===== src/hw/rtl/kmds_pkg.sv =====
// Shared types and constants of the key matrix debounce scanner.
package kmds_pkg;

    localparam int DEF_ROWS    = 4;
    localparam int DEF_COLUMNS = 4;
    localparam int QUEUE_DEPTH = 2;

    localparam int COL_FIELD_W = 2;
    localparam int ROW_FIELD_W = 4;
    localparam int TIME_W      = 32;
    localparam int DEB_W       = 16;
    localparam int KEY_MAP_W   = 16;
    localparam int CFG_IDX_W   = 2;
    localparam int CFG_DATA_W  = 16;

    localparam logic             SCAN_EN_RESET  = 1'b1;
    localparam logic [DEB_W-1:0] DEBOUNCE_RESET = 16'd5;

    typedef enum logic [CFG_IDX_W-1:0] {
        CFG_SCAN_ENABLE   = 2'd0,
        CFG_DEBOUNCE_TIME = 2'd1
    } t_cfg_reg;

    typedef enum logic {
        EV_PRESS   = 1'b0,
        EV_RELEASE = 1'b1
    } t_ev_kind;

    typedef struct packed {
        logic [COL_FIELD_W-1:0] column_index;
        logic [ROW_FIELD_W-1:0] row_levels;
        logic [TIME_W-1:0]      time_ms;
    } t_in_item;

    typedef struct packed {
        logic                   event_kind;
        logic [1:0]             event_row;
        logic [COL_FIELD_W-1:0] event_column;
        logic [TIME_W-1:0]      event_time;
        logic [KEY_MAP_W-1:0]   key_map;
        logic                   last_event;
    } t_out_item;

    typedef struct packed {
        logic [COL_FIELD_W-1:0] column;
        logic [TIME_W-1:0]      time_ms;
        logic [KEY_MAP_W-1:0]   base_map;
    } t_q_head;

    typedef struct packed {
        logic full;
        logic empty;
    } t_q_status;

endpackage


===== src/hw/rtl/kmds_queue.sv =====
// Short queue between the classifying front end and the event back end.
module kmds_queue #(
    parameter int W     = 8,
    parameter int DEPTH = kmds_pkg::QUEUE_DEPTH
) (
    input  logic                i_clk,
    input  logic                i_rst_n,
    input  logic                i_push,
    input  logic [W-1:0]        i_data,
    input  logic                i_pop,
    output logic [W-1:0]        o_data,
    output kmds_pkg::t_q_status o_status
);
    import kmds_pkg::*;

    localparam int PTR_W = (DEPTH > 1) ? $clog2(DEPTH) : 1;
    localparam int CNT_W = $clog2(DEPTH + 1);

    logic [W-1:0]     r_mem [DEPTH];
    logic [PTR_W-1:0] r_wr_ptr;
    logic [PTR_W-1:0] r_rd_ptr;
    logic [CNT_W-1:0] r_count;
    logic             do_push;
    logic             do_pop;

    assign o_status.full  = (r_count == CNT_W'(DEPTH));
    assign o_status.empty = (r_count == '0);
    assign do_push = i_push && !o_status.full;
    assign do_pop  = i_pop && !o_status.empty;
    assign o_data  = r_mem[r_rd_ptr];

    always_ff @(posedge i_clk) begin
        if (do_push) begin
            r_mem[r_wr_ptr] <= i_data;
        end
    end

    always_ff @(posedge i_clk) begin
        if (!i_rst_n) begin
            r_wr_ptr <= '0;
            r_rd_ptr <= '0;
            r_count  <= '0;
        end else begin
            if (do_push) begin
                r_wr_ptr <= (r_wr_ptr == PTR_W'(DEPTH - 1)) ? '0 : r_wr_ptr + 1'b1;
            end
            if (do_pop) begin
                r_rd_ptr <= (r_rd_ptr == PTR_W'(DEPTH - 1)) ? '0 : r_rd_ptr + 1'b1;
            end
            case ({do_push, do_pop})
                2'b10:   r_count <= r_count + 1'b1;
                2'b01:   r_count <= r_count - 1'b1;
                default: r_count <= r_count;
            endcase
        end
    end

    a_count_bound: assert property (@(posedge i_clk) disable iff (!i_rst_n)
        r_count <= CNT_W'(DEPTH))
        else $error("queue count beyond depth");

    a_no_push_full: assert property (@(posedge i_clk) disable iff (!i_rst_n)
        o_status.full |-> !i_push)
        else $error("push into full queue");

endmodule


===== src/hw/rtl/kmds_front.sv =====
// Front end: configuration, per-key raw/debounced state and event classification.
module kmds_front #(
    parameter int ROWS    = kmds_pkg::DEF_ROWS,
    parameter int COLUMNS = kmds_pkg::DEF_COLUMNS
) (
    input  logic                                        i_clk,
    input  logic                                        i_rst_n,
    input  logic                                        i_cfg_we,
    input  logic [kmds_pkg::CFG_IDX_W-1:0]              i_cfg_index,
    input  logic [kmds_pkg::CFG_DATA_W-1:0]             i_cfg_data,
    input  logic                                        i_in_valid,
    input  kmds_pkg::t_in_item                          i_in_item,
    output logic                                        o_in_stall,
    input  kmds_pkg::t_q_status                         i_q_status,
    output logic                                        o_q_push,
    output logic [$bits(kmds_pkg::t_q_head)+2*ROWS-1:0] o_q_data
);
    import kmds_pkg::*;

    localparam int COL_W   = (COLUMNS > 1) ? $clog2(COLUMNS) : 1;
    localparam int ROW_PAD = (ROWS > ROW_FIELD_W) ? ROWS : ROW_FIELD_W;

    logic                 r_scan_en;
    logic [DEB_W-1:0]     r_deb;
    logic [COLUMNS-1:0]   r_raw    [ROWS];
    logic [COLUMNS-1:0]   r_stable [ROWS];
    logic [TIME_W-1:0]    r_ct     [ROWS][COLUMNS];

    logic                 accept;
    logic                 active;
    logic                 in_range;
    logic [COL_W-1:0]     col_idx;
    logic [ROW_PAD-1:0]   rows_ext;
    logic [ROWS-1:0]      lvl;
    logic [ROWS-1:0]      chg;
    logic [ROWS-1:0]      ev;
    logic [TIME_W-1:0]    age [ROWS];
    logic [KEY_MAP_W-1:0] base_map;
    t_q_head              head;

    assign o_in_stall = i_q_status.full;
    assign accept     = i_in_valid && !o_in_stall;
    assign in_range   = (4'(i_in_item.column_index) < 4'(COLUMNS));
    assign active     = accept && r_scan_en && in_range;
    assign col_idx    = COL_W'(i_in_item.column_index);
    assign rows_ext   = ROW_PAD'(i_in_item.row_levels);
    assign lvl        = rows_ext[ROWS-1:0];

    always_comb begin
        for (int r = 0; r < ROWS; r++) begin
            chg[r] = (lvl[r] != r_raw[r][col_idx]);
            age[r] = i_in_item.time_ms - r_ct[r][col_idx];
            ev[r]  = (lvl[r] != r_stable[r][col_idx]) &&
                     (chg[r] ? (r_deb == '0) : (age[r] >= TIME_W'(r_deb)));
        end
    end

    always_comb begin
        base_map = '0;
        for (int r = 0; r < ROWS; r++) begin
            for (int c = 0; c < COLUMNS; c++) begin
                if (r * COLUMNS + c < KEY_MAP_W) begin
                    base_map[4'(r * COLUMNS + c)] = r_stable[r][c];
                end
            end
        end
    end

    assign head.column   = i_in_item.column_index;
    assign head.time_ms  = i_in_item.time_ms;
    assign head.base_map = base_map;
    assign o_q_data      = {head, lvl, ev};
    assign o_q_push      = active && (ev != '0);

    always_ff @(posedge i_clk) begin
        if (!i_rst_n) begin
            r_scan_en <= SCAN_EN_RESET;
            r_deb     <= DEBOUNCE_RESET;
            for (int r = 0; r < ROWS; r++) begin
                r_raw[r]    <= '0;
                r_stable[r] <= '0;
            end
        end else begin
            if (i_cfg_we) begin
                case (t_cfg_reg'(i_cfg_index))
                    CFG_SCAN_ENABLE:   r_scan_en <= i_cfg_data[0];
                    CFG_DEBOUNCE_TIME: r_deb     <= i_cfg_data[DEB_W-1:0];
                    default: ;
                endcase
            end
            if (active) begin
                for (int r = 0; r < ROWS; r++) begin
                    r_raw[r][col_idx] <= lvl[r];
                    if (ev[r]) begin
                        r_stable[r][col_idx] <= lvl[r];
                    end
                end
            end
        end
    end

    always_ff @(posedge i_clk) begin
        if (active) begin
            for (int r = 0; r < ROWS; r++) begin
                if (chg[r]) begin
                    r_ct[r][col_idx] <= i_in_item.time_ms;
                end
            end
        end
    end

    a_disabled_quiet: assert property (@(posedge i_clk) disable iff (!i_rst_n)
        !r_scan_en |-> !o_q_push)
        else $error("entry queued while scanning disabled");

endmodule


===== src/hw/rtl/kmds_back.sv =====
// Back end: walks a queued sample's event rows and drives the registered result.
module kmds_back #(
    parameter int ROWS    = kmds_pkg::DEF_ROWS,
    parameter int COLUMNS = kmds_pkg::DEF_COLUMNS
) (
    input  logic                                        i_clk,
    input  logic                                        i_rst_n,
    input  kmds_pkg::t_q_status                         i_q_status,
    input  logic [$bits(kmds_pkg::t_q_head)+2*ROWS-1:0] i_q_data,
    output logic                                        o_q_pop,
    output logic                                        o_out_valid,
    output kmds_pkg::t_out_item                         o_out_item,
    input  logic                                        i_out_stall
);
    import kmds_pkg::*;

    localparam int ROW_W  = (ROWS > 1) ? $clog2(ROWS) : 1;
    localparam int KIDX_W = $clog2(ROWS * COLUMNS + 1);

    t_q_head              q_head;
    logic [ROWS-1:0]      q_lvl;
    logic [ROWS-1:0]      q_mask;

    logic                   r_busy;
    logic [COL_FIELD_W-1:0] r_col;
    logic [TIME_W-1:0]      r_time;
    logic [ROWS-1:0]        r_lvl;
    logic [ROWS-1:0]        r_mask;
    logic [KEY_MAP_W-1:0]   r_map;
    logic                   r_out_valid;
    t_out_item              r_out;

    logic [ROW_W-1:0]     sel;
    logic [ROWS-1:0]      n_mask;
    logic [KIDX_W-1:0]    kidx;
    logic [7:0]           kidx8;
    logic [KEY_MAP_W-1:0] n_map;
    logic                 emit;

    assign {q_head, q_lvl, q_mask} = i_q_data;
    assign o_q_pop     = !r_busy && !i_q_status.empty;
    assign emit        = r_busy && (!r_out_valid || !i_out_stall);
    assign o_out_valid = r_out_valid;
    assign o_out_item  = r_out;

    always_comb begin
        sel = '0;
        for (int r = ROWS - 1; r >= 0; r--) begin
            if (r_mask[r]) begin
                sel = ROW_W'(r);
            end
        end
    end

    assign n_mask = r_mask & (r_mask - 1'b1);
    assign kidx   = KIDX_W'(sel) * KIDX_W'(COLUMNS) + KIDX_W'(r_col);
    assign kidx8  = 8'(kidx);

    always_comb begin
        n_map = r_map;
        if (kidx8 < 8'(KEY_MAP_W)) begin
            n_map[kidx8[3:0]] = r_lvl[sel];
        end
    end

    always_ff @(posedge i_clk) begin
        if (!i_rst_n) begin
            r_busy      <= 1'b0;
            r_out_valid <= 1'b0;
        end else begin
            if (o_q_pop) begin
                r_busy <= 1'b1;
            end else if (emit && n_mask == '0) begin
                r_busy <= 1'b0;
            end
            if (emit) begin
                r_out_valid <= 1'b1;
            end else if (!i_out_stall) begin
                r_out_valid <= 1'b0;
            end
        end
    end

    always_ff @(posedge i_clk) begin
        if (o_q_pop) begin
            r_col  <= q_head.column;
            r_time <= q_head.time_ms;
            r_lvl  <= q_lvl;
            r_mask <= q_mask;
            r_map  <= q_head.base_map;
        end else if (emit) begin
            r_mask <= n_mask;
            r_map  <= n_map;
        end
        if (emit) begin
            r_out.event_kind   <= r_lvl[sel] ? EV_PRESS : EV_RELEASE;
            r_out.event_row    <= 2'(sel);
            r_out.event_column <= r_col;
            r_out.event_time   <= r_time;
            r_out.key_map      <= n_map;
            r_out.last_event   <= (n_mask == '0);
        end
    end

    a_busy_has_rows: assert property (@(posedge i_clk) disable iff (!i_rst_n)
        r_busy |-> (r_mask != '0))
        else $error("busy with no rows left");

    a_last_ends: assert property (@(posedge i_clk) disable iff (!i_rst_n)
        (emit && n_mask == '0) |=> !r_busy)
        else $error("still busy after last event");

endmodule


===== src/hw/rtl/key_matrix_debounce_scanner_unit.sv =====
// Top level of the key matrix scanner with per-key debounce.
// Events pass the queue, the back-end sample registers and the output register.
// Throughput: one sample per cycle while the 2-entry queue has room; the back end
// loads a sample and emits its events one at a time, unless the output stalls.
// Reset: synchronous; all keys released, scanning enabled, debounce 5 ms, queue empty.
module key_matrix_debounce_scanner_unit #(
    parameter int ROWS    = kmds_pkg::DEF_ROWS,
    parameter int COLUMNS = kmds_pkg::DEF_COLUMNS
) (
    input  logic                            i_clk,
    input  logic                            i_rst_n,
    input  logic                            i_cfg_valid,
    output logic                            o_cfg_ready,
    input  logic [kmds_pkg::CFG_IDX_W-1:0]  i_cfg_index,
    input  logic [kmds_pkg::CFG_DATA_W-1:0] i_cfg_data,
    input  logic                            i_in_valid,
    input  kmds_pkg::t_in_item              i_in_item,
    output logic                            o_in_stall,
    output logic                            o_out_valid,
    output kmds_pkg::t_out_item             o_out_item,
    input  logic                            i_out_stall
);
    import kmds_pkg::*;

    localparam int QW = $bits(t_q_head) + 2 * ROWS;

    logic          q_push;
    logic          q_pop;
    logic [QW-1:0] q_wdata;
    logic [QW-1:0] q_rdata;
    t_q_status     q_status;

    assign o_cfg_ready = 1'b1;

    kmds_front #(
        .ROWS    (ROWS),
        .COLUMNS (COLUMNS)
    ) u_front (
        .i_clk       (i_clk),
        .i_rst_n     (i_rst_n),
        .i_cfg_we    (i_cfg_valid && o_cfg_ready),
        .i_cfg_index (i_cfg_index),
        .i_cfg_data  (i_cfg_data),
        .i_in_valid  (i_in_valid),
        .i_in_item   (i_in_item),
        .o_in_stall  (o_in_stall),
        .i_q_status  (q_status),
        .o_q_push    (q_push),
        .o_q_data    (q_wdata)
    );

    kmds_queue #(
        .W     (QW),
        .DEPTH (QUEUE_DEPTH)
    ) u_queue (
        .i_clk    (i_clk),
        .i_rst_n  (i_rst_n),
        .i_push   (q_push),
        .i_data   (q_wdata),
        .i_pop    (q_pop),
        .o_data   (q_rdata),
        .o_status (q_status)
    );

    kmds_back #(
        .ROWS    (ROWS),
        .COLUMNS (COLUMNS)
    ) u_back (
        .i_clk       (i_clk),
        .i_rst_n     (i_rst_n),
        .i_q_status  (q_status),
        .i_q_data    (q_rdata),
        .o_q_pop     (q_pop),
        .o_out_valid (o_out_valid),
        .o_out_item  (o_out_item),
        .i_out_stall (i_out_stall)
    );

endmodule

===== config.mk =====
export PLATFORM = sky130hd
export DESIGN_NAME = key_matrix_debounce_scanner_unit
export DESIGN_NICKNAME = d
export VERILOG_FILES = /design/src/hw/rtl/kmds_pkg.sv /design/src/hw/rtl/kmds_queue.sv /design/src/hw/rtl/kmds_front.sv /design/src/hw/rtl/kmds_back.sv /design/src/hw/rtl/key_matrix_debounce_scanner_unit.sv
export SDC_FILE = /design/constraint.sdc
export NUM_CORES = 1
export LEC_CHECK = 0
export ABC_AREA = 1
export ABC_CLOCK_PERIOD_IN_PS = 6400
export BUFFER_PORTS_ARGS = -buffer_cell sky130_fd_sc_hd__buf_2
export CAP_MARGIN = 25
export CORE_MARGIN = 3
export CORE_UTILIZATION = 24
export CTS_BUF_LIST = sky130_fd_sc_hd__clkbuf_4
export DETAILED_ROUTE_END_ITERATION = 8
export PLACE_DENSITY = 0.35
export SLEW_MARGIN = 5
export SYNTH_ARGS = -nofsm -noshare
export SYNTH_HDL_FRONTEND = slang
export SYNTH_SLANG_ARGS = --single-unit

===== constraint.sdc =====
create_clock -name i_clk -period 6.4 [get_ports i_clk]
set_input_delay 0.64 -clock i_clk [delete_from_list [all_inputs] [get_ports i_clk]]
set_output_delay 0.64 -clock i_clk [all_outputs]
set_load 0.02 [all_outputs]

==> results of run 1 <==
-- power by group through the flow --
stage | Combinational [mW] | Sequential (mW) | Clock (mW)
floorplan | 2.23 | 6.83 | 0
global placement | 3.81 | 6.70 | 0
detailed placement | 3.79 | 6.70 | 0
CTS | 3.84 | 6.59 | 4.84
global route | 4.27 | 6.63 | 5.11
finish | 3.74 | 6.58 | 4.61
-- cells in the final DEF, fill, tap and decap left out, drive strengths merged, types with 3 or more instances in the layout --
master / count
nand3b: 5
a21oi: 143
ha: 197
nand4: 32
xor2: 53
and2: 7
a221oi: 117
a22o: 116
nor3: 29
edfxtp: 756
nor2: 321
nand2: 1301
o31ai: 4
diode: 15
or2: 8
nand3: 138
buf: 218
a211oi: 9
inv: 611
dlygate4sd3: 63
o22ai: 3
bufinv: 4
clkbuf: 326
xnor2: 5
a22oi: 25
o21bai: 6
o21ai: 43
dfxtp: 24
clkinv: 50
fa: 4
a31oi: 12
-- area by class of cell --
type,count,area [µm²],share of cell area
Clock inverter,56,345,0.00733
Sequential cell,780,23200,0.492
Tap cell,2175,2720,0.0578
Inverter,610,2300,0.0488
Clock buffer,326,2450,0.0519
Timing Repair Buffer,282,2120,0.0450
Multi-Input combinational cell,2588,14000,0.296
Antenna cell,15,37.5,0.000797
-- through the flow --
stage	total power, mW	hold slack [ns]	cell area (µm²)	instances
final	14.9	0.301	47100	6832
after floorplan	9.06	0.400	39600	4060
after CTS	15.3	0.110	47000	6813
after global placement	10.5	0.406	43600	6369
after detailed placement	10.5	0.405	43600	6370
after global routing	16.0	0.147	47100	6827
-- metal layers --
layer,GRT usage,part of all wire
met2,0.270,0.48
met3,0.0298,0.044
met1,0.211,0.46
met4,0.0500,0.023
met5,0,0
-- synth_stat cells (all sizes together) (7+ instances only) --
master	number	area (µm²)
a211oi	9	67.6
or2	8	50.1
a22o	116	1020
a31oi	12	75.1
nand3	138	696
inv	605	2270
clkbuf	64	240
buf	18	83.8
xor2	53	464
nand2	1301	4900
a21oi	143	716
o21ai	43	215
ha	197	2460
a22oi	25	198
edfxtp	756	22700
nor3	29	145
nor2	321	1210
dfxtp	24	480
and2	7	43.8
a221oi	117	1020
nand4	32	200
-- critical path, delay by kind of cell --
kind	cells	cell delay, ns
AO/OA/AOI/OAI	6	0.73
XOR/XNOR	1	0.20
adder cells (fa/ha/maj)	3	0.89
buffers and inverters	6	1.67
AND/OR/NAND/NOR	20	2.20
-- registers in the layout (all words and copies together) (netlist names), 2 cells and up, named ones only --
signal	count
u_front.r_ct	512
u_queue.r_mem	100
u_back.o_out_item	54
u_back.r_time	32
u_back.r_map	16
u_front.r_deb	16
u_front.r_raw	16
u_front.r_stable	16
u_back.r_lvl	4
u_back.r_mask	4
u_back.r_col	2
u_queue.r_count	2
-- cell families after synthesis --
family	count (synthesis)	synth area share
AOI/OAI and AO/OA	483	0.0870
xor gates and xnor gates	58	0.0128
adders and majority gates	201	0.0642
buffers and inverters	692	0.0660
DFF	780	0.585
other	1	0.0000947
and+or+nand+nor	1845	0.185
-- final timing paths --
path / start / endpoint / slack (ns) / cells past startpoint
max: i_in_item[36] / u_queue.r_count[1]$_SDFFE_PN0P_ / 1.13 / 36
min: i_cfg_data[6] / u_front.r_deb[6]$_SDFFE_PN0P_ / 0.30 / 4
max reg2reg: u_front.r_ct[2][2]$_DFFE_PP_ / u_queue.r_mem[0][32]$_DFFE_PP_ / 1.71 / 31
min reg2reg: u_back.r_time[30]$_DFFE_PP_ / u_back.o_out_item[47]$_DFFE_PP_ / 0.42 / 0
==> impl_metrics.yaml, run 1 <==
clock_tree:
  clk_path_buf_depth: 3
  h-tree-depth: 4
  cts_hold_buffers: 61
  cts-resized-gates: 0
  clock-sinks: 780
  post_cts_buffers: 0
  numCtsBuffers: 216
  cts_tree: "done"
  clkLatencyLatePin_ns: 1.19
  cts-root-buf: "clkbuf_4"
  path_clk_slew_ns: 0.06
global_routing:
  grt_pass1_wl_um: 200000
  grt_pass1_vias: 30100
  grt_max_degree: 73
  groute.usage.overall: 0.161
  antenna_found_initial: 19
  grt_remaining_overflow: 0
sta:
  finalWorstSetupSlack_ns: 1.13
  finalSetupViolCount: 0
  skew_ns: 0.0804
  tightest_slew_ns: 0.966
  rsz0062_at_grt: "false"
  tns_ns: 0
  hold_viol_final: 0
  slew_headroom: 0.356
  finalCriticalPeriod_ns: 5.27
  finalCritPeriodShare: 0.824
  slew_viol_final: 0
  fmax_ghz: 0.190
power_and_ir_drop:
  p_leak_nw: 20.2
  p_sw_mw: 4.91
  power_frac_comb: 0.250
  p_seq_frac: 0.441
  p_clk_frac: 0.309
  worst_ir_drop_vdd_mv: 0.402
  swShare: 0.329
  p_int_mw: 10.0
  p_per_area_nw_per_um2: 317
critical_path:
  endpoint_kind: "register"
  setup.worst_path.class: "in -> reg"
  critical_path.max_fanout: 29
  start_kind: "input pin"
  cp_slowest_cell: "dlygate4sd3_1"
  required_ns: 7.51
  arrival_ns: 6.39
  max_stage_delay_ns: 0.55
  cpMostUsedCell: "nand2_1"
floorplan:
  core_area_um2: 163000
  io_pins: 118
  fp.dieW_um: 412
  die_area_um2: 170000
  core.rowCount: 148
  start_util: 0.243
  die_y_um: 412
placement:
  dp_hpwl_um: 97800
  place_ws_ns: 0.381
  gp_congestion: 0.868
  io_buffers: 116
job:
  drv_cap: 0
synth:
  synth_edf_count: 756
  synth_warnings: 0
  netlist_instances: 4060
  synth_area_um2: 39600
  yosysSeqAreaShare: 0.585
  synth.avg_cell_area_um2: 9.76
  ys_types: 45
  synthArstFlopShare: 0
  synth_fp_nets: 4322
  synth-main-ff-cell: "edfxtp_1"
  synth-seq-cells: 780
detailed_routing:
  via_per_inst: 4.36
  vias: 29800
  drtIter0Drc: 1765
  ant_nets: 0
  wire_per_inst_um: 20.1
  wl_um: 137000
  post-route-drc-count: 0
  firstDrtPassIters: 5
layout:
  fillers: 17500
  synthToLayoutAreaGrowth_pct: 18.9
  fin_util: 0.288
  fin_nets: 4740
  drive_above_1_share: 0.131
worst_hold_path:
  hold_path.class: "in -> reg"
status:
  status: "finished clean"
Note: power is estimated with default switching activity, not from simulation.
==> run 2, diff against run 1 <==
--- a/config.mk
+++ b/config.mk
@@ -6,14 +6,14 @@
 export NUM_CORES = 1
 export LEC_CHECK = 0
 export ABC_AREA = 1
-export ABC_CLOCK_PERIOD_IN_PS = 6400
+export ABC_CLOCK_PERIOD_IN_PS = 5450
 export BUFFER_PORTS_ARGS = -buffer_cell sky130_fd_sc_hd__buf_2
 export CAP_MARGIN = 25
 export CORE_MARGIN = 3
 export CORE_UTILIZATION = 24
 export CTS_BUF_LIST = sky130_fd_sc_hd__clkbuf_4
 export DETAILED_ROUTE_END_ITERATION = 8
-export PLACE_DENSITY = 0.35
+export PLACE_DENSITY = 0.34
 export SLEW_MARGIN = 5
 export SYNTH_ARGS = -nofsm -noshare
 export SYNTH_HDL_FRONTEND = slang
==> constraint.sdc (replaced) <==
create_clock -name i_clk -period 5.45 [get_ports i_clk]
set_input_delay 0.545 -clock i_clk [delete_from_list [all_inputs] [get_ports i_clk]]
set_output_delay 0.545 -clock i_clk [all_outputs]
set_load 0.02 [all_outputs]
==> run 2 against run 1 <==
  * Critical endpoint unchanged
  * Critical path type unchanged
  * First-iteration DRC count fell by 13%
  * Clock power rose by 18%
  * Setup slack got worse by 0.75 ns
==> impl_metrics.yaml, run 2 (synthesis results as in run 1) <==
layout:
  fin_area_um2: 50200
  largest_reg_flops: 512
  layout_commonest_cell: "nand2_1"
  fillers: 17400
  fin_util: 0.307
  synthToLayoutAreaGrowth_pct: 26.7
  fin_nets: 5133
  most-common-layout-cells: "nand2_1 (1296), edfxtp_1 (756), inv_1 (597)"
  multi_input_area_um2: 14000
  seq_area_um2: 23200
  regMostFlops: "u_front.r_ct"
  drive_above_1_share: 0.199
detailed_routing:
  post-route-drc-count: 0
  wl_um: 139000
  firstDrtPassIters: 6
  via_per_inst: 4.29
  ant_nets: 0
  drtIter0Drc: 1541
  wire_per_inst_um: 19.2
  vias: 31000
clock_tree:
  path_clk_slew_ns: 0.06
  h-tree-depth: 4
  clk_path_buf_depth: 3
  cts_tree: "done"
  clkLatencyLatePin_ns: 1.21
  post_cts_buffers: 0
  clock-sinks: 780
  cts-root-buf: "clkbuf_4"
  numCtsBuffers: 218
critical_path:
  max_stage_delay_ns: 0.53
  setup.worst_path.class: "in -> reg"
  cp_slowest_cell: "dlygate4sd3_1"
  required_ns: 6.54
  start_kind: "input pin"
  rr_worst_depth: 33
  critical_path.max_fanout: 17
  reg2reg_slack_ns: 0.63
  endpoint_kind: "register"
  arrival_ns: 6.17
  cpMostUsedCell: "nand2_1"
sta:
  finalSetupViolCount: 0
  skew_ns: 0.0918
  fmax_ghz: 0.197
  slew_viol_final: 0
  tns_ns: 0
  finalWorstSetupSlack_ns: 0.370
  finalCritPeriodShare: 0.932
  rsz0062_at_grt: "false"
  tightest_slew_ns: 1.03
  finalCriticalPeriod_ns: 5.08
  hold_viol_final: 0
  slew_headroom: 0.309
global_routing:
  antenna_found_initial: 14
  grt_max_degree: 63
  grt_remaining_overflow: 0
  grt_pass1_wl_um: 205000
  grt_pass1_vias: 32300
  groute.usage.overall: 0.163
power_and_ir_drop:
  p_leak_nw: 22.2
  worst_ir_drop_vdd_mv: 0.289
  p_per_area_nw_per_um2: 360
  finalPower_mw: 18.1
worst_hold_path:
  hold_depth: 2
  hold_path.class: "in -> reg"
job:
  drv_cap: 0
status:
  status: "finished clean"
floorplan:
  start_util: 0.243
  fp.dieW_um: 412
  die_y_um: 412
  die_area_um2: 170000
  core_area_um2: 163000
  core.rowCount: 148
  io_pins: 118
placement:
  dp_hpwl_um: 103000
  gp_congestion: 0.858
  place_ws_ns: -0.260
  io_buffers: 116
  place_area_um2: 46600
[run 2: cell count changes in the layout (fill, tap and decap cells not counted), sizes merged]
cell,delta
clkinv,+6
clkdlybuf4s18,-1
clkbuf,+1
diode,-2
clkinvlp,-1
dlygate4sd3,+4
buf,+388
inv,+1
[run 2: worst paths after layout]
| path | start | endpoint |
|---|---|---|
| setup / recovery | i_in_item[36] | u_queue.r_count[1]$_SDFFE_PN0P_ |
| hold / removal | i_in_item[32] | u_queue.r_mem[1][4]$_DFFE_PP_ |
| setup reg to reg | u_front.r_ct[2][3]$_DFFE_PP_ | u_queue.r_count[1]$_SDFFE_PN0P_ |
| hold reg to reg | u_back.r_time[18]$_DFFE_PP_ | u_back.o_out_item[35]$_DFFE_PP_ |
[run 2: repair_timing]
item                                   in CTS  in global routing
hold buffers                               67                  0
gates resized for setup                     0                  0
endpoints found under the hold margin     659                  0
[run 2: area by class of cell]
cell class | count | share of cell area
antenna | 13 | 0.000648
inverter | 610 | 0.0458
clock buffer | 327 | 0.0489
sequential | 780 | 0.462
tap | 2175 | 0.0542
multi-input combinational | 2588 | 0.278
timing repair buffer | 673 | 0.102
clock inverter | 62 | 0.00758
[run 2: report_power, final]
part           switching, mW  total (mW)  leakage [nW]  internal [mW]
registers              0.190        7.73          7.15           7.54
clock network           2.53        5.45          1.70           2.92
logic                   3.18        4.89          13.3           1.71
total                   5.89        18.1          22.2           12.2
[run 2: per-stage QoR]
step / instances / hold WS, ns
2_1_floorplan: 4060 / 0.400
3_3_place_gp: 6758 / 0.404
3_5_place_dp: 6759 / 0.405
4_1_cts: 7215 / 0.0273
5_1_grt: 7224 / 0.0772
6_report: 7228 / 0.204
[run 2: layer usage]
| layer | vias to the layer above | GRT usage | routed length, µm |
|---|---|---|---|
| met4 | 0 | 0.0446 | 2780 |
| met3 | 167 | 0.0259 | 4710 |
| li1 | 15500 | - | - |
| met5 | - | 0 | 0 |
| met1 | 14700 | 0.205 | 61700 |
| met2 | 558 | 0.288 | 69300 |
[run 2: worst max-delay path, delay by kind of cell]
| kind | cells | cell delay [ns] |
|---|---|---|
| buf+inv | 8 | 1.60 |
| simple gates | 21 | 1.74 |
| compound gates | 5 | 0.96 |
| fa+ha+maj | 3 | 0.90 |
| xor+xnor | 1 | 0.32 |
==> run 3, diff against run 2 <==
==> constraint.sdc (replaced) <==
create_clock -name i_clk -period 5.45 [get_ports i_clk]
set_input_delay 0 -clock i_clk [delete_from_list [all_inputs] [get_ports i_clk]]
set_output_delay 0 -clock i_clk [all_outputs]
set_load 0.02 [all_outputs]
==> run 3 against run 2 <==
  * Setup slack improved by 0.070 ns
  * Clock skew increased by 0.011 ns
  * Non-clock buffer count decreased by 258
  * Power decreased by 1.3%
  * Critical path depth increased by 1
  * Cell area decreased by 3.1%
  * Highest routed layer unchanged
==> impl_metrics.yaml, run 3 (synthesis results as in run 1) <==
status:
  status: "finished clean"
detailed_routing:
  via_per_inst: 4.41
  wire_per_inst_um: 21.0
  ant_nets: 0
  vias: 30800
  wl_um: 147000
  drtIter0Drc: 1758
  firstDrtPassIters: 5
  post-route-drc-count: 0
layout:
  fillers: 17300
  regMostFlops: "u_front.r_ct"
  layout_commonest_cell: "nand2_1"
  fin_area_um2: 48600
  most-common-layout-cells: "nand2_1 (1296), edfxtp_1 (756), inv_1 (597)"
  stdcell_count: 6988
  drive_above_1_share: 0.139
  fin_nets: 4877
  synthToLayoutAreaGrowth_pct: 22.8
  largest_reg_flops: 512
clock_tree:
  cts-root-buf: "clkbuf_4"
  h-tree-depth: 4
  numCtsBuffers: 220
  clock-sinks: 780
  path_clk_slew_ns: 0.07
  clkLatencyLatePin_ns: 1.23
  cts_tree: "done"
  clk_path_buf_depth: 3
critical_path:
  cp_slowest_cell: "dlygate4sd3_1"
  reg2reg_slack_ns: 0.69
  reg2reg_from: "u_front.r_ct[3][8]$_DFFE_PP_"
  timing.rr.end: "u_queue.r_count[1]$_SDFFE_PN0P_"
  max_stage_delay_ns: 0.58
  cpMostUsedCell: "nand2_1"
  required_ns: 6.58
  endpoint_kind: "register"
  arrival_ns: 6.14
  start_kind: "input pin"
  critical_path.max_fanout: 36
  rr_worst_depth: 34
  setup.worst_path.class: "in -> reg"
sta:
  finalSetupViolCount: 0
  fmax_ghz: 0.200
  rsz0062_at_grt: "false"
  tns_ns: 0
  hold_viol_final: 0
  skew_ns: 0.103
  finalCritPeriodShare: 0.919
  tightest_slew_ns: 1.03
  slew_viol_final: 0
  slew_headroom: 0.310
  finalCriticalPeriod_ns: 5.01
global_routing:
  grt_pass1_wl_um: 213000
  grt_remaining_overflow: 0
  grt_pass1_vias: 31700
  groute.usage.overall: 0.173
  grt_max_degree: 63
  antenna_found_initial: 20
power_and_ir_drop:
  p_sw_mw: 5.95
  p_leak_nw: 21.0
  p_per_area_nw_per_um2: 367
  worst_ir_drop_vdd_mv: 0.209
  p_int_mw: 11.9
  swShare: 0.334
  power_frac_comb: 0.256
  p_seq_frac: 0.433
  p_clk_frac: 0.311
worst_hold_path:
  hold_depth: 8
  min_from: "i_in_item[33]"
  hold_path.class: "in -> reg"
  min_to: "u_queue.r_mem[1][1]$_DFFE_PP_"
placement:
  dpl.cell_count: 6399
  dp_hpwl_um: 99300
  io_buffers: 116
  place_area_um2: 43900
  gp_congestion: 0.852
floorplan:
  die_y_um: 412
  io_pins: 118
  fp.dieW_um: 412
  core.rowCount: 148
  die_area_um2: 170000
  core_area_um2: 163000
  start_util: 0.243
job:
  drv_cap: 0
[run 3: changes by cell type in the layout (fill, tap and decap cells not counted), moves of 3 or more]
cell,previous run,this run
buf_12,17,22
clkinv_1,44,47
dlygate4sd3_1,67,156
buf_4,473,116
clkinv_2,10,13
clkbuf_4,327,337
buf_8,0,4
[run 3: power groups by stage]
| stage | combinational (mW) | sequential [mW] | clock, mW |
|---|---|---|---|
| 2_1_floorplan | 2.62 | 8.02 | 0 |
| 3_3_place_gp | 4.50 | 7.87 | 0 |
| 3_5_place_dp | 4.49 | 7.86 | 0 |
| 4_1_cts | 4.65 | 7.73 | 5.81 |
| 5_1_grt | 5.16 | 7.78 | 6.15 |
| 6_report | 4.56 | 7.72 | 5.55 |
[run 3: per-layer routing]
layer / vias to the layer above / part of all wire / GRT usage / routed length, µm
li1: 15100 / - / - / -
met2: 652 / 0.49 / 0.298 / 71900
met3: 214 / 0.041 / 0.0274 / 6050
met1: 14900 / 0.45 / 0.222 / 65600
met5: - / 0 / 0 / 0
met4: 0 / 0.022 / 0.0490 / 3270
[run 3: timing repair]
| action | in CTS | in global routing |
|---|---|---|
| buffers inserted | 0 | 0 |
| gates resized for setup | 0 | 1 |
| endpoints found under the setup margin | 0 | 1 |
| hold endpoints to repair | 1145 | 16 |
| hold buffers | 162 | 2 |
[run 3: worst max-delay path by stage]
stage | start | endpoint | depth (start not counted)
detailed placement | i_in_item[36] | u_queue.r_count[1]$_SDFFE_PN0P_ | 36
finish | i_in_item[37] | u_queue.r_count[1]$_SDFFE_PN0P_ | 39
CTS | i_in_item[37] | u_queue.r_count[1]$_SDFFE_PN0P_ | 39
floorplan | i_in_item[36] | u_queue.r_mem[0][0]$_DFFE_PP_ | 33
global route | i_in_item[37] | u_queue.r_count[1]$_SDFFE_PN0P_ | 40
global placement | i_in_item[36] | u_queue.r_count[1]$_SDFFE_PN0P_ | 36
[run 3: stage by stage]
stage	total power [mW]	hold WS, ns	setup slack (ns)	utilization
final	17.8	0.177	0.440	0.298
after global routing	19.1	0.0755	0.0615	0.298
after CTS	18.2	0.0113	0.529	0.297
after detailed placement	12.3	0.254	0.100	0.269
after global placement	12.4	0.252	0.0789	0.269
after floorplan	10.6	0.0989	0.242	-
[run 3: area by class of cell]
| cell class | instances | area (µm²) | share of cell area |
|---|---|---|---|
| inverters | 610 | 2300 | 0.0473 |
| multi-input cells | 2588 | 14000 | 0.287 |
| clock buffers | 337 | 2530 | 0.0520 |
| repair buffers | 415 | 3520 | 0.0725 |
| well taps | 2175 | 2720 | 0.0560 |
| diodes | 15 | 37.5 | 0.000772 |
| clock inverters | 68 | 377 | 0.00774 |
| flip-flops and latches | 780 | 23200 | 0.477 |
[run 3: critical path, delay by kind of cell]
| kind | cells | cell delay [ns] |
|---|---|---|
| XOR/XNOR | 1 | 0.19 |
| AND/OR/NAND/NOR | 20 | 2.18 |
| AO/OA/AOI/OAI | 5 | 0.55 |
| adder cells (fa/ha/maj) | 3 | 0.84 |
| buffers and inverters | 10 | 2.31 |
